File: config.mk
export PLATFORM = sky130hd
export DESIGN_NAME = double_ended_queue_with_search_top
export DESIGN_NICKNAME = d
export VERILOG_FILES = /design/src/rtl/deq_pkg.sv /design/src/rtl/double_ended_queue_with_search_top.sv /design/src/rtl/deq_ctrl.sv /design/src/rtl/deq_dp.sv
export VERILOG_INCLUDE_DIRS = /design/src /design/src/rtl
export SDC_FILE = /design/constraint.sdc
export NUM_CORES = 1
export LEC_CHECK = 0
export ABC_AREA = 1
export BUFFER_PORTS_ARGS = -buffer_cell sky130_fd_sc_hd__buf_2
export CAP_MARGIN = 10
export CORE_MARGIN = 1.5
export CORE_UTILIZATION = 40
export DETAILED_ROUTE_END_ITERATION = 7
export GPL_TIMING_DRIVEN = 1
export PLACE_DENSITY = 0.6
export SLEW_MARGIN = 20
export SYNTH_ARGS = -nofsm -noshare
export SYNTH_HDL_FRONTEND = slang
export SYNTH_SLANG_ARGS = --single-unit
File: constraint.sdc
create_clock -name clk -period 4.35 [get_ports clk]
set_clock_uncertainty 0.1 [all_clocks]
set_input_delay 0.87 -clock clk [delete_from_list [all_inputs] [get_ports clk]]
set_output_delay 0.87 -clock clk [all_outputs]
set_load 0.02 [all_outputs]
File: src/rtl/double_ended_queue_with_search_top_macros.svh
// assertion macros for the deque with search
`ifndef DOUBLE_ENDED_QUEUE_WITH_SEARCH_TOP_MACROS_SVH
`define DOUBLE_ENDED_QUEUE_WITH_SEARCH_TOP_MACROS_SVH

`ifndef SYNTHESIS

// same-cycle implication, sampled on clk, off during reset
`define DEQ_ASSERT_IMP(lbl, cond, prop, msg) \
  lbl: assert property (@(posedge clk) disable iff (!rst_n) (cond) |-> (prop)) \
    else $error(msg);

// next-cycle implication, sampled on clk, off during reset
`define DEQ_ASSERT_NXT(lbl, cond, prop, msg) \
  lbl: assert property (@(posedge clk) disable iff (!rst_n) (cond) |=> (prop)) \
    else $error(msg);

// condition that must never hold
`define DEQ_ASSERT_NEVER(lbl, cond, msg) \
  lbl: assert property (@(posedge clk) disable iff (!rst_n) !(cond)) \
    else $error(msg);

`else

`define DEQ_ASSERT_IMP(lbl, cond, prop, msg)
`define DEQ_ASSERT_NXT(lbl, cond, prop, msg)
`define DEQ_ASSERT_NEVER(lbl, cond, msg)

`endif

`endif

File: src/rtl/deq_pkg.sv
package deq_pkg;

  // command codes
  localparam logic [2:0] CMD_PUSH_FRONT = 3'd0;
  localparam logic [2:0] CMD_PUSH_BACK  = 3'd1;
  localparam logic [2:0] CMD_POP_FRONT  = 3'd2;
  localparam logic [2:0] CMD_POP_BACK   = 3'd3;
  localparam logic [2:0] CMD_SEARCH     = 3'd4;

  // status codes
  localparam logic [1:0] STAT_OK    = 2'd0;
  localparam logic [1:0] STAT_EMPTY = 2'd1;
  localparam logic [1:0] STAT_FULL  = 2'd2;

  // controller states
  typedef enum logic [2:0] {
    ST_IDLE,
    ST_DISPATCH,
    ST_POP_WAIT,
    ST_SEARCH,
    ST_FINISH
  } deq_state_t;

  // controller to datapath commands
  typedef struct packed {
    logic latch;
    logic dispatch;
    logic push;
    logic pop_rd;
    logic srch_rd;
    logic pop_cap;
    logic srch_hit;
    logic load_out;
  } deq_ctrl_t;

  // datapath to controller status
  typedef struct packed {
    logic [2:0] op;
    logic       empty;
    logic       full;
    logic       hit;
    logic       last;
    logic       out_free;
  } deq_stat_t;

endpackage

File: src/rtl/double_ended_queue_with_search_top.sv
// Bounded double-ended queue of DEPTH words with a membership search.
// Input channel in_*: one word per command (push front, push back, pop front,
// pop back, search). Output channel out_*: one result word per command with
// status, popped word, found flag and occupancy after the command.
// Commands are taken one at a time; the controller walks each through a
// dispatch step and a finish step that loads the output register.
// Push, refused pop or push, empty search and unknown codes go straight from
// dispatch to finish; a pop adds a wait step for the registered memory read;
// a search compares one stored word per cycle through the single read port
// of the ring until a hit or until every stored word has been compared.
// A finished result waits in the output register while the next command is
// accepted; if out_tready stays low, the following result waits in the
// finish step and in_tready stays low until the register frees.
// Reset clears the front index, the count and all handshake state; the
// ring contents are not cleared and need no clearing pass.
module double_ended_queue_with_search_top #(
  parameter int DEPTH = 16,
  parameter int WIDTH = 32
) (
  input  logic        clk,
  input  logic        rst_n,
  input  logic        in_tvalid,
  output logic        in_tready,
  input  logic [39:0] in_tdata,   // command[2:0], value[34:3], zero[39:35]
  output logic        out_tvalid,
  input  logic        out_tready,
  output logic [39:0] out_tdata   // status[1:0], popped[33:2], found[34], occupancy[39:35]
);
  import deq_pkg::*;

  deq_ctrl_t   ctl;
  deq_stat_t   st;
  logic [1:0]  out_status;
  logic [31:0] out_popped;
  logic        out_found;
  logic [4:0]  out_occupancy;

  // controller
  deq_ctrl u_ctrl (
    .clk       (clk),
    .rst_n     (rst_n),
    .in_tvalid (in_tvalid),
    .in_tready (in_tready),
    .st        (st),
    .ctl       (ctl)
  );

  // datapath
  deq_dp #(
    .DEPTH (DEPTH),
    .WIDTH (WIDTH)
  ) u_dp (
    .clk           (clk),
    .rst_n         (rst_n),
    .in_command    (in_tdata[2:0]),
    .in_value      (in_tdata[34:3]),
    .ctl           (ctl),
    .st            (st),
    .out_tready    (out_tready),
    .out_valid     (out_tvalid),
    .out_status    (out_status),
    .out_popped    (out_popped),
    .out_found     (out_found),
    .out_occupancy (out_occupancy)
  );

  // result word packing
  assign out_tdata = {out_occupancy, out_found, out_popped, out_status};

`include "double_ended_queue_with_search_top_macros.svh"

  // checks
  `DEQ_ASSERT_NEVER(a_empty_full, st.empty && st.full, "queue both empty and full")
  `DEQ_ASSERT_NXT(a_one_at_a_time, in_tvalid && in_tready, !in_tready, "second word taken during a command")
  `DEQ_ASSERT_IMP(a_empty_no_word, out_tvalid && (out_status == STAT_EMPTY), (out_popped == '0) && !out_found, "refused pop carries data")
  `DEQ_ASSERT_IMP(a_full_no_found, out_tvalid && (out_status == STAT_FULL), !out_found && (out_popped == '0), "refused push carries data")

endmodule

File: src/rtl/deq_ctrl.sv
module deq_ctrl (
  input  logic              clk,
  input  logic              rst_n,
  input  logic              in_tvalid,
  output logic              in_tready,
  input  deq_pkg::deq_stat_t st,
  output deq_pkg::deq_ctrl_t ctl
);
  import deq_pkg::*;

  deq_state_t state_r;
  deq_state_t state_nxt;

  // state register
  always_ff @(posedge clk) begin
    if (!rst_n) begin
      state_r <= ST_IDLE;
    end else begin
      state_r <= state_nxt;
    end
  end

  // next state
  always_comb begin
    state_nxt = state_r;
    unique case (state_r)
      ST_IDLE: begin
        if (in_tvalid) state_nxt = ST_DISPATCH;
      end
      ST_DISPATCH: begin
        unique case (st.op)
          CMD_POP_FRONT, CMD_POP_BACK: begin
            state_nxt = st.empty ? ST_FINISH : ST_POP_WAIT;
          end
          CMD_SEARCH: begin
            state_nxt = st.empty ? ST_FINISH : ST_SEARCH;
          end
          default: state_nxt = ST_FINISH;
        endcase
      end
      ST_POP_WAIT: state_nxt = ST_FINISH;
      ST_SEARCH: begin
        if (st.hit || st.last) state_nxt = ST_FINISH;
      end
      ST_FINISH: begin
        if (st.out_free) state_nxt = ST_IDLE;
      end
      default: state_nxt = ST_IDLE;
    endcase
  end

  // command outputs
  always_comb begin
    ctl       = '0;
    in_tready = 1'b0;
    unique case (state_r)
      ST_IDLE: begin
        in_tready = 1'b1;
        ctl.latch = in_tvalid;
      end
      ST_DISPATCH: begin
        ctl.dispatch = 1'b1;
        unique case (st.op)
          CMD_PUSH_FRONT, CMD_PUSH_BACK: ctl.push = !st.full;
          CMD_POP_FRONT, CMD_POP_BACK:   ctl.pop_rd = !st.empty;
          CMD_SEARCH:                    ctl.srch_rd = !st.empty;
          default: ;
        endcase
      end
      ST_POP_WAIT: ctl.pop_cap = 1'b1;
      ST_SEARCH: begin
        ctl.srch_hit = st.hit;
        ctl.srch_rd  = !st.hit && !st.last;
      end
      ST_FINISH: ctl.load_out = st.out_free;
      default: ;
    endcase
  end

endmodule

File: src/rtl/deq_dp.sv
module deq_dp #(
  parameter int DEPTH = 16,
  parameter int WIDTH = 32
) (
  input  logic               clk,
  input  logic               rst_n,
  input  logic [2:0]         in_command,
  input  logic [31:0]        in_value,
  input  deq_pkg::deq_ctrl_t ctl,
  output deq_pkg::deq_stat_t st,
  input  logic               out_tready,
  output logic               out_valid,
  output logic [1:0]         out_status,
  output logic [31:0]        out_popped,
  output logic               out_found,
  output logic [4:0]         out_occupancy
);
  import deq_pkg::*;

  localparam int AW = $clog2(DEPTH);
  localparam int CW = $clog2(DEPTH + 1);
  localparam int WW = (WIDTH < 32) ? WIDTH : 32;

  logic [WIDTH-1:0] ring_mem_r [DEPTH];
  logic [WIDTH-1:0] rd_data_r;
  logic [AW-1:0]    front_r;
  logic [CW-1:0]    count_r;
  logic [CW-1:0]    idx_r;
  logic [2:0]       op_r;
  logic [31:0]      key_r;
  logic [1:0]       res_status_r;
  logic [31:0]      res_popped_r;
  logic             res_found_r;
  logic             out_valid_r;
  logic [1:0]       out_status_r;
  logic [31:0]      out_popped_r;
  logic             out_found_r;
  logic [4:0]       out_occ_r;

  logic             is_push;
  logic             is_pop;
  logic             wr_en;
  logic [AW-1:0]    wr_addr;
  logic             rd_en;
  logic [AW-1:0]    rd_addr;
  logic [AW-1:0]    front_dec;
  logic [AW-1:0]    front_inc;
  logic [CW-1:0]    count_dec;

  // ring position of an offset from the front
  function automatic logic [AW-1:0] ring_pos(input logic [AW-1:0] front,
                                             input logic [AW-1:0] offset);
    logic [AW:0] sum;
    sum = (AW+1)'(front) + (AW+1)'(offset);
    if (sum >= (AW+1)'(DEPTH)) sum = sum - (AW+1)'(DEPTH);
    return sum[AW-1:0];
  endfunction

  assign is_push   = (op_r == CMD_PUSH_FRONT) || (op_r == CMD_PUSH_BACK);
  assign is_pop    = (op_r == CMD_POP_FRONT) || (op_r == CMD_POP_BACK);
  assign count_dec = count_r - CW'(1);
  assign front_dec = (front_r == '0) ? AW'(DEPTH - 1) : front_r - AW'(1);
  assign front_inc = ring_pos(front_r, AW'(1));

  // status to controller
  assign st.op       = op_r;
  assign st.empty    = (count_r == '0);
  assign st.full     = (count_r == CW'(DEPTH));
  assign st.hit      = (rd_data_r[WW-1:0] == key_r[WW-1:0]);
  assign st.last     = (idx_r == count_r);
  assign st.out_free = !out_valid_r || out_tready;

  // write and read addresses
  assign wr_en   = ctl.push;
  assign wr_addr = (op_r == CMD_PUSH_FRONT) ? front_dec
                                            : ring_pos(front_r, count_r[AW-1:0]);
  assign rd_en   = ctl.pop_rd || ctl.srch_rd;
  always_comb begin
    if (ctl.srch_rd) begin
      rd_addr = ring_pos(front_r, idx_r[AW-1:0]);
    end else if (op_r == CMD_POP_FRONT) begin
      rd_addr = front_r;
    end else begin
      rd_addr = ring_pos(front_r, count_dec[AW-1:0]);
    end
  end

  // ring memory with registered read
  always_ff @(posedge clk) begin
    if (wr_en) ring_mem_r[wr_addr] <= WIDTH'(key_r[WW-1:0]);
    if (rd_en) rd_data_r <= ring_mem_r[rd_addr];
  end

  // front index and count
  always_ff @(posedge clk) begin
    if (!rst_n) begin
      front_r <= '0;
      count_r <= '0;
    end else if (ctl.push) begin
      count_r <= count_r + CW'(1);
      if (op_r == CMD_PUSH_FRONT) front_r <= front_dec;
    end else if (ctl.pop_rd) begin
      count_r <= count_dec;
      if (op_r == CMD_POP_FRONT) front_r <= front_inc;
    end
  end

  // latched word and search cursor
  always_ff @(posedge clk) begin
    if (ctl.latch) begin
      op_r  <= in_command;
      key_r <= in_value;
      idx_r <= '0;
    end else if (ctl.srch_rd) begin
      idx_r <= idx_r + CW'(1);
    end
  end

  // pending result
  always_ff @(posedge clk) begin
    if (ctl.dispatch) begin
      res_popped_r <= '0;
      res_found_r  <= 1'b0;
      if (is_pop && st.empty) begin
        res_status_r <= STAT_EMPTY;
      end else if (is_push && st.full) begin
        res_status_r <= STAT_FULL;
      end else begin
        res_status_r <= STAT_OK;
      end
    end
    if (ctl.pop_cap) res_popped_r <= 32'(rd_data_r[WW-1:0]);
    if (ctl.srch_hit) res_found_r <= 1'b1;
  end

  // output register
  always_ff @(posedge clk) begin
    if (!rst_n) begin
      out_valid_r <= 1'b0;
    end else if (ctl.load_out) begin
      out_valid_r <= 1'b1;
    end else if (out_tready) begin
      out_valid_r <= 1'b0;
    end
  end

  always_ff @(posedge clk) begin
    if (ctl.load_out) begin
      out_status_r <= res_status_r;
      out_popped_r <= res_popped_r;
      out_found_r  <= res_found_r;
      out_occ_r    <= 5'(count_r);
    end
  end

  assign out_valid     = out_valid_r;
  assign out_status    = out_status_r;
  assign out_popped    = out_popped_r;
  assign out_found     = out_found_r;
  assign out_occupancy = out_occ_r;

endmodule

==> flow_summary.json, run 1 <==
{
  "layout_min_cycle_time_ns": 3.831,
  "viasPerCell": 5.045,
  "drive_gt1_share_pct": 10.32,
  "cap_violations": 0,
  "switching_share_pct": 32.72,
  "drc": 0,
  "antenna_found_initial": 0,
  "cp-start-kind": "register",
  "synth-seq-cells": 672,
  "syn_nets": 2778,
  "pin_count": 86,
  "wl_per_cell_um": 19.32,
  "syn_avg_cell_area_um2": 10.75,
  "use_met3_pct": 2.987,
  "die_y_um": 273.1,
  "finalHoldViolCount": 0,
  "worstSetupEndpointType": "register",
  "setup.worst_path.class": "register to register",
  "postCtsHoldBufs": 0,
  "numCtsBuffers": 70,
  "port_buffers": 80,
  "busiest_layer": "met2",
  "dieArea_mm2": 0.07460,
  "synth_warnings": 0,
  "final_core_util_pct": 46.17,
  "post_cts_buffers": 0,
  "p_switching_mw": 6.015,
  "max_stage_delay_ns": 0.73,
  "use_met1_pct": 25.93,
  "synth_top_area_share_pct": 67.18,
  "die_w_um": 273.1,
  "num_antenna_cells": 0,
  "rows": 98,
  "core_area_mm2": 0.07185,
  "clkPwrFrac_pct": 31.4,
  "grt_use_total_pct": 19.86,
  "fmax_mhz": 261.0,
  "yosysUniqueCellTypes": 36,
  "grt_max_degree": 116,
  "path_delay_family": "simple AND/OR/NAND/NOR gates",
  "synth_top_area_cell": "edfxtp_1",
  "drt_pass1_iterations": 6,
  "grt_pass1_wl_um": 111900,
  "combPwrFrac_pct": 25.9,
  "total_power_mw": 18.39,
  "start_util_pct": 40.62,
  "syn_inst": 2716,
  "gr-total-overflow": 0,
  "path_buf_inv": 1,
  "grt_pass1_vias": 18780,
  "rsz0062_at_grt": "no",
  "power_density_mw_per_mm2": 554.2,
  "clock-sinks": 672,
  "peakVddDrop_mv": 0.4750,
  "crit_top_cell": "nand2_1",
  "cpMaxStageDelayCell": "edfxtp_1",
  "internal_power_mw": 12.37,
  "maxSlewHeadroom_pct": 37.03,
  "arrival_ns": 4.21,
  "place_inst": 3682,
  "area_growth_pct": 13.65,
  "slew_violations": 0,
  "cts-root-buf": "clkbuf_16",
  "clk_pin_slew_worst_paths_ns": 0.06,
  "nets": 2867,
  "hpwl_um": 39240,
  "drt_iter0_markers": 1636,
  "cts_tree": "built",
  "gp_congestion": 0.8153,
  "min_path_type": "register to register",
  "cts_htree_levels": 3,
  "setup_tns_ns": 0,
  "clockBufferDepth": 3,
  "ys_top_cells_by_area": "edfxtp_1 67%, nand3_1 11%, inv_1 7.6%",
  "status": "finished clean",
  "leakagePower_nw": 13.92,
  "period_share_pct": 88.07,
  "ys_seq_area_share_pct": 68.48,
  "crit_required_ns": 4.73,
  "worstPathCellList": "xnor2_1, nand2_1, nor2_1, nand2_1, nor2_1, nand2_1, nand2_2, nand2_2, nand2_4, nand2_4, buf_12, nand2_1, nand3_1, nand3_1, nand3_1, nand2_1",
  "tightest_slew_ns": 0.9445,
  "setup_viol": 0,
  "seqPwrFrac_pct": 42.8,
  "clk_latency_ns": 0.62,
  "num_vias": 19210,
  "wirelength_um": 73560,
  "use_met2_pct": 33.76,
  "final_cell_count_no_fill": 3808,
  "drtAntennaViolNets": 0,
  "critPathMaxFanout": 81,
  "cts_resized": 0,
  "syn_area_mm2": 0.02919
}
sequential cells by signal, indices dropped and copies added (netlist names), 2 cells and up:
signal,count
u_ctrl.state_r,3
u_dp.count_r,5
u_dp.front_r,4
u_dp.idx_r,5
u_dp.key_r,32
u_dp.op_r,3
u_dp.out_occupancy,5
u_dp.out_popped,32
u_dp.out_status,2
u_dp.rd_data_r,32
u_dp.res_popped_r,32
u_dp.res_status_r,2
u_dp.ring_mem_r,512
power groups by stage:
stage | clock, mW | combinational [mW] | sequential, mW
floorplan | 0 | 3.10 | 7.98
global placement | 0 | 4.67 | 7.98
detailed placement | 0 | 4.75 | 8.00
CTS | 5.87 | 4.77 | 7.86
global route | 6.13 | 5.23 | 7.89
finish | 5.77 | 4.76 | 7.86
final timing paths:
path / start / endpoint / slack [ns] / cells past startpoint
worst max-delay path: u_dp.key_r[7] / u_dp.rd_data_r[16] / 0.52 / 16
worst min-delay path: u_dp.res_popped_r[1] / u_dp.out_popped[1] / 0.32 / 0
worst max register to register: u_dp.key_r[7] / u_dp.rd_data_r[16] / 0.52 / 16
worst min register to register: u_dp.res_popped_r[1] / u_dp.out_popped[1] / 0.32 / 0
layout by cell type, fill, tap and decap left out, drive strengths merged, types with 2 or more instances in the layout:
master    instances
nand2           483
a21boi            2
clkinv           31
a211oi            4
edfxtp          653
xnor2            29
ha               15
bufinv            4
xor2             12
clkinvlp          3
nor2             83
nor3              7
fa                3
buf             144
o21ai            23
dfxtp            19
a21oi            22
o211ai            2
clkbuf           87
nand3           623
or2               2
inv             602
layer usage:
metal	routed length [um]	vias to the layer above	share of wire, %
met4	1567	0	2.1
met2	36090	689	49
li1	-	9059	-
met3	5170	107	7.0
met5	0	-	0
met1	30720	9356	42
synth_stat cells:
master      n
nand2_4     1
fa_1        3
xnor2_1    29
a21o_1      1
o211ai_1    2
nand3b_1    1
inv_2      12
nor2_2      1
edfxtp_1  653
nand3_1   620
nand2_2     4
or2_2       2
buf_2      70
a21boi_0    1
buf_6      10
a211oi_1    4
o21ai_2     2
a21boi_2    1
o22ai_1     1
a21oi_1    22
ha_1       15
and3_1      1
buf_1       2
buf_4       7
clkinv_1    1
clkbuf_1   38
nor3_4      1
nand2_1   478
inv_1     589
nand3_2     3
nor2_1     82
dfxtp_1    19
o21ai_0    21
xor2_1     12
a31oi_1     1
nor3_1      6
metrics by stage:
stage,area [um2],hold WS (ns),setup WS (ns)
2_1_floorplan,29190,0.3003,0.6900
3_3_place_gp,30950,0.3018,0.6130
3_5_place_dp,30950,0.3045,0.5909
4_1_cts,33150,0.2946,0.5782
5_1_grt,33170,0.3036,0.2930
6_report,33170,0.3175,0.5188
kinds of logic after synthesis:
logic type,Yosys count,synth area share [%]
AO/OA/AOI/OAI,56,1.085
AND/OR/NAND/NOR,1200,18.33
buffers and inverters,729,10.02
flip-flops,672,68.48
XOR/XNOR,41,1.230
adder cells (fa/ha/maj),18,0.8488
cell type report:
cell class / count / area, um2
well taps: 950 / 1189
clock buffers: 87 / 1847
repair buffers: 144 / 1081
flip-flops and latches: 672 / 19990
inverters: 602 / 2261
multi-input cells: 1315 / 6454
fillers: 6522 / 38680
clock inverters: 38 / 351.6
Note: power is estimated with default switching activity, not from simulation.
==> run 2, diff against run 1 <==
CORE_ASPECT_RATIO = 0.5   (was not set)
GPL_TIMING_DRIVEN = not set   (was 1)
SKIP_CTS_REPAIR_TIMING = 1   (was not set)
==> flow_summary.json, run 2 (same netlist as run 1, synthesis figures left out) <==
{
  "drt_iter0_markers": 1863,
  "clockBufferDepth": 3,
  "critPathMaxFanout": 141,
  "gp_congestion": 0.7919,
  "finalHoldViolCount": 0,
  "leakagePower_nw": 13.80,
  "pre_cts_slack_ns": 0.4751,
  "grt_pass1_wl_um": 111500,
  "crit_required_ns": 4.63,
  "die_w_um": 385.0,
  "area_growth_pct": 12.98,
  "nets": 2867,
  "gr-total-overflow": 0,
  "largest-register": "u_dp.ring_mem_r",
  "drtAntennaViolNets": 0,
  "maxSlewHeadroom_pct": 25.43,
  "rsz0062_at_grt": "no",
  "setup_viol": 0,
  "numCtsBuffers": 61,
  "rows": 69,
  "dieArea_mm2": 0.07470,
  "hpwl_um": 40480,
  "clock-sinks": 672,
  "core_area_mm2": 0.07157,
  "cp-start-kind": "register",
  "wl_per_cell_um": 19.29,
  "drive_gt1_share_pct": 9.783,
  "final_cell_count_no_fill": 3810,
  "num_antenna_cells": 0,
  "clk_pin_slew_worst_paths_ns": 0.06,
  "min_path_type": "primary input to register",
  "grt_pass1_vias": 18240,
  "setup_tns_ns": 0,
  "arrival_ns": 4.21,
  "crit_top_cell": "nand2_1",
  "peakVddDrop_mv": 0.4815,
  "wirelength_um": 73500,
  "worstSetupEndpointType": "register",
  "place_inst": 3700,
  "antenna_found_initial": 2,
  "final_common_cell": "edfxtp_1",
  "cts_tree": "built",
  "cts_htree_levels": 2,
  "max_stage_delay_ns": 0.64,
  "drc": 0,
  "start_util_pct": 40.78,
  "fmax_mhz": 255.0,
  "worstPathCellList": "xnor2_1, nand2_1, nor2_1, nand2_1, nor2_1, nand2_1, nand2_2, nand2_2, nand2_4, nand2_4, buf_12, nand2_1, nand3_1, nand3_1, nand3_1, nand2_1",
  "port_buffers": 80,
  "num_vias": 19090,
  "die_y_um": 194.0,
  "slew_violations": 0,
  "cap_violations": 0,
  "worst_slack_ns": 0.4280,
  "period_share_pct": 90.16,
  "pin_count": 86,
  "status": "finished clean",
  "setup.worst_path.class": "register to register",
  "drt_pass1_iterations": 5,
  "viasPerCell": 5.012,
  "grt_max_degree": 142,
  "power_density_mw_per_mm2": 539.6,
  "cts-root-buf": "clkbuf_16",
  "cpMaxStageDelayCell": "edfxtp_1",
  "tightest_slew_ns": 1.116,
  "mostFrequentLayoutCells": "653 x edfxtp_1, 620 x nand3_1, 588 x inv_1",
  "clk_latency_ns": 0.63,
  "finalInstanceArea_mm2": 0.03298,
  "grt_use_total_pct": 19.78,
  "largest_reg_flops": 512,
  "layout_min_cycle_time_ns": 3.922,
  "place_area_mm2": 0.03115
}
## run 2: cell types whose count changed in the layout (fill, tap and decap cells not counted)
cell | before | now
clkinv_1 | 9 | 21
clkbuf_1 | 15 | 13
inv_16 | 1 | 0
clkbuf_8 | 1 | 0
buf_4 | 48 | 49
clkinv_8 | 4 | 1
clkbuf_16 | 71 | 62
buf_12 | 16 | 24
inv_6 | 1 | 0
bufinv_16 | 4 | 2
clkinv_4 | 0 | 2
inv_2 | 12 | 13
clkinv_2 | 18 | 7
## run 2: worst max-delay path: cells and delay by family (launching register included)
kind,cells,cell delay (ns)
XOR/XNOR,1,0.23
buffers and inverters,1,0.54
flip-flops,1,0.64
AND/OR/NAND/NOR,14,2.01
## run 2: worst paths after layout
check,from,endpoint,slack [ns],depth (start not counted)
min reg2reg,u_dp.res_popped_r[27],u_dp.out_popped[27],0.32,0
max reg2reg,u_dp.key_r[8],u_dp.rd_data_r[15],0.43,16
max,u_dp.key_r[8],u_dp.rd_data_r[15],0.43,16
min,in_tdata[23],u_dp.key_r[20],0.30,1
## run 2: area by class of cell
cell class | instances | area (um2)
timing repair buffer | 153 | 1249
sequential | 672 | 19990
tap | 958 | 1199
multi-input combinational | 1315 | 6454
clock buffer | 75 | 1600
fill | 6431 | 38590
inverter | 602 | 2260
clock inverter | 35 | 226.5
## run 2: through the flow
stage / hold slack [ns] / utilization (%) / total power, mW
4_1_cts: 0.2612 / 46.08 / 17.90
5_1_grt: 0.2785 / 46.08 / 18.64
3_3_place_gp: 0.3043 / 43.52 / 12.82
6_report: 0.3046 / 46.08 / 17.80
3_5_place_dp: 0.3045 / 43.52 / 12.89
2_1_floorplan: 0.3003 / - / 11.08
## run 2: where the power goes
group | internal (mW) | total (mW) | switching, mW
clock network | 2.71 | 5.04 | 2.33
registers | 7.64 | 7.83 | 0.192
logic | 1.56 | 4.92 | 3.37
## run 2: layer usage
layer	vias to the layer above	track usage [%]	part of all wire, %
met5	-	0	0
met2	754	29.98	44
met4	0	4.856	1.9
li1	9058	-	-
met3	105	3.442	8.8
met1	9177	29.46	46
==> run 3, diff against run 2 <==
ABC_AREA = not set   (was 1)
CAP_MARGIN = 15   (was 10)
PLACE_DENSITY = 0.63   (was 0.6)
==> flow_summary.json, run 3 <==
{
  "ys_async_sr_fraction_pct": 0,
  "num_vias": 13500,
  "peakVddDrop_mv": 0.3383,
  "layout_min_cycle_time_ns": 3.992,
  "crit_start": "u_dp.key_r[6]",
  "finalHoldViolCount": 0,
  "clockBufferDepth": 3,
  "wl_met3_um": 3093,
  "rr_startpoint": "u_dp.key_r[6]",
  "leakagePower_nw": 11.48,
  "drive_gt1_share_pct": 17.52,
  "status": "finished clean",
  "fmax_mhz": 250.5,
  "synth-seq-cells": 672,
  "syn_area_mm2": 0.02702,
  "numCtsBuffers": 61,
  "internal_power_mw": 10.60,
  "place_area_mm2": 0.02914,
  "synth_top_area_share_pct": 72.57,
  "synth_top_area_cell": "edfxtp_1",
  "gp_congestion": 0.7571,
  "syn_nets": 1564,
  "wl_per_cell_um": 22.90,
  "drt_pass1_iterations": 5,
  "whs_ns": 0.3011,
  "viasPerCell": 5.151,
  "drc": 0,
  "finalInstanceArea_mm2": 0.03106,
  "clkPwrFrac_pct": 38.2,
  "worstSetupEndpointType": "register",
  "clock-sinks": 672,
  "cap_violations": 0,
  "r2r-end": "u_dp.rd_data_r[15]",
  "combPwrFrac_pct": 8.6,
  "min_path_type": "primary input to register",
  "ys_seq_area_share_pct": 73.98,
  "port_buffers": 80,
  "clk_pin_slew_worst_paths_ns": 0.07,
  "grt_pass1_wl_um": 87880,
  "gr-total-overflow": 0,
  "syn_avg_cell_area_um2": 17.99,
  "rsz0062_at_grt": "no",
  "routed.top_layer": "met5",
  "place_inst": 2508,
  "rows": 67,
  "grt_use_total_pct": 17.23,
  "pin_count": 86,
  "cp-endpoint": "u_dp.rd_data_r[15]",
  "drt_iter0_markers": 1182,
  "cts_tree": "built",
  "crit_required_ns": 4.63,
  "wirelength_um": 60030,
  "core_area_mm2": 0.06690,
  "tightest_slew_ns": 1.023,
  "seqPwrFrac_pct": 53.2,
  "final_common_cell": "edfxtp_1",
  "die_w_um": 370.6,
  "setup_tns_ns": 0,
  "hpwl_um": 34180,
  "setup_viol": 0,
  "grt_max_degree": 41,
  "mostFrequentLayoutCells": "653 x edfxtp_1, 380 x mux2i_1, 80 x buf_2",
  "hp-start": "in_tdata[14]",
  "maxSlewHeadroom_pct": 31.81,
  "total_power_mw": 13.70,
  "synthTopCellsByCount": "653 x edfxtp_1, 381 x mux2i_1, 68 x nor2_1, 63 x o22ai_1, 47 x xnor2_1",
  "ys_top_cells_by_area": "edfxtp_1 73%, mux2i_1 14%, xnor2_1 1.5%",
  "drtAntennaViolNets": 0,
  "slew_violations": 0,
  "p_switching_mw": 3.101,
  "synth_ff_type": "edfxtp_1",
  "cts-root-buf": "clkbuf_16",
  "rrSetupSlack_ns": 0.36,
  "arrival_ns": 4.27,
  "cp-start-kind": "register",
  "setup.worst_path.class": "register to register",
  "nets": 1736,
  "dieArea_mm2": 0.06922,
  "power_density_mw_per_mm2": 441.2,
  "area_growth_pct": 14.93,
  "largest-register": "u_dp.ring_mem_r",
  "final_cell_count_no_fill": 2621,
  "largest_reg_flops": 512,
  "synth_edf_count": 653,
  "reg2reg_depth": 11,
  "die_y_um": 186.8,
  "yosysUniqueCellTypes": 59,
  "clk_latency_ns": 0.64,
  "period_share_pct": 91.78,
  "met2_wirelength_um": 27570,
  "cts_htree_levels": 2,
  "critPathMaxFanout": 17,
  "syn_inst": 1502,
  "wl_met1_um": 28110,
  "switching_share_pct": 22.63,
  "antenna_found_initial": 5,
  "start_util_pct": 40.39,
  "num_antenna_cells": 0,
  "synth_most_common_cell": "edfxtp_1",
  "synth_warnings": 0,
  "grt_pass1_vias": 13340
}
[run 3: worst min-delay path by stage]
stage                     endpoint  slack, ns  depth (start not counted)
3_5_place_dp    u_dp.out_status[1]       0.30                          0
3_3_place_gp   u_dp.out_popped[21]       0.30                          0
4_1_cts              u_dp.key_r[4]       0.27                          1
5_1_grt             u_dp.key_r[11]       0.28                          1
6_report            u_dp.key_r[11]       0.30                          1
2_1_floorplan   u_dp.out_popped[0]       0.30                          0
[run 3: power groups by stage]
| stage | combinational, mW | sequential, mW | clock, mW |
|---|---|---|---|
| 2_1_floorplan | 0.840 | 7.42 | 0 |
| 3_3_place_gp | 1.18 | 7.42 | 0 |
| 3_5_place_dp | 1.19 | 7.42 | 0 |
| 4_1_cts | 1.20 | 7.28 | 5.32 |
| 5_1_grt | 1.27 | 7.29 | 5.57 |
| 6_report | 1.18 | 7.29 | 5.23 |
[run 3: logic make-up after synthesis]
logic type	synth area share, %
XOR/XNOR	1.783
adder cells (fa/ha/maj)	0.9168
flip-flops	73.98
buffers and inverters	2.667
multiplexers	14.38
AO/OA/AOI/OAI	2.704
AND/OR/NAND/NOR	3.575
[run 3: through the flow]
stage | worst slack (ns) | util, %
finish | 0.3576 | 46.42
detailed placement | 0.3164 | 43.55
global route | 0.05561 | 46.42
CTS | 0.2896 | 46.42
floorplan | 0.7546 | -
global placement | 0.4617 | 43.55
[run 3: cell type report]
cell class                 count  area, um2
tap                          897       1122
inverter                       9      33.78
multi-input combinational    752       6470
sequential                   672      19990
fill                        5695      35840
clock buffer                  70       1560
clock inverter                43      356.6
timing repair buffer         178       1524
[run 3: worst max-delay path, cell delays in order (launching register included)]
cell,delay (ns)
edfxtp_1,0.63
xnor2_1,0.44
nand4_1,0.32
nor4_1,0.40
buf_4,0.24
a21oi_2,0.11
a211oi_1,0.38
nor2_1,0.13
or2_2,0.45
buf_12,0.20
o22ai_1,0.20
nor2_1,0.09
[run 3: layer usage]
layer | track usage, % | up-vias
li1 | - | 6187
met5 | 0 | -
met4 | 4.443 | 6
met2 | 27.04 | 334
met3 | 2.605 | 84
met1 | 25.13 | 6890
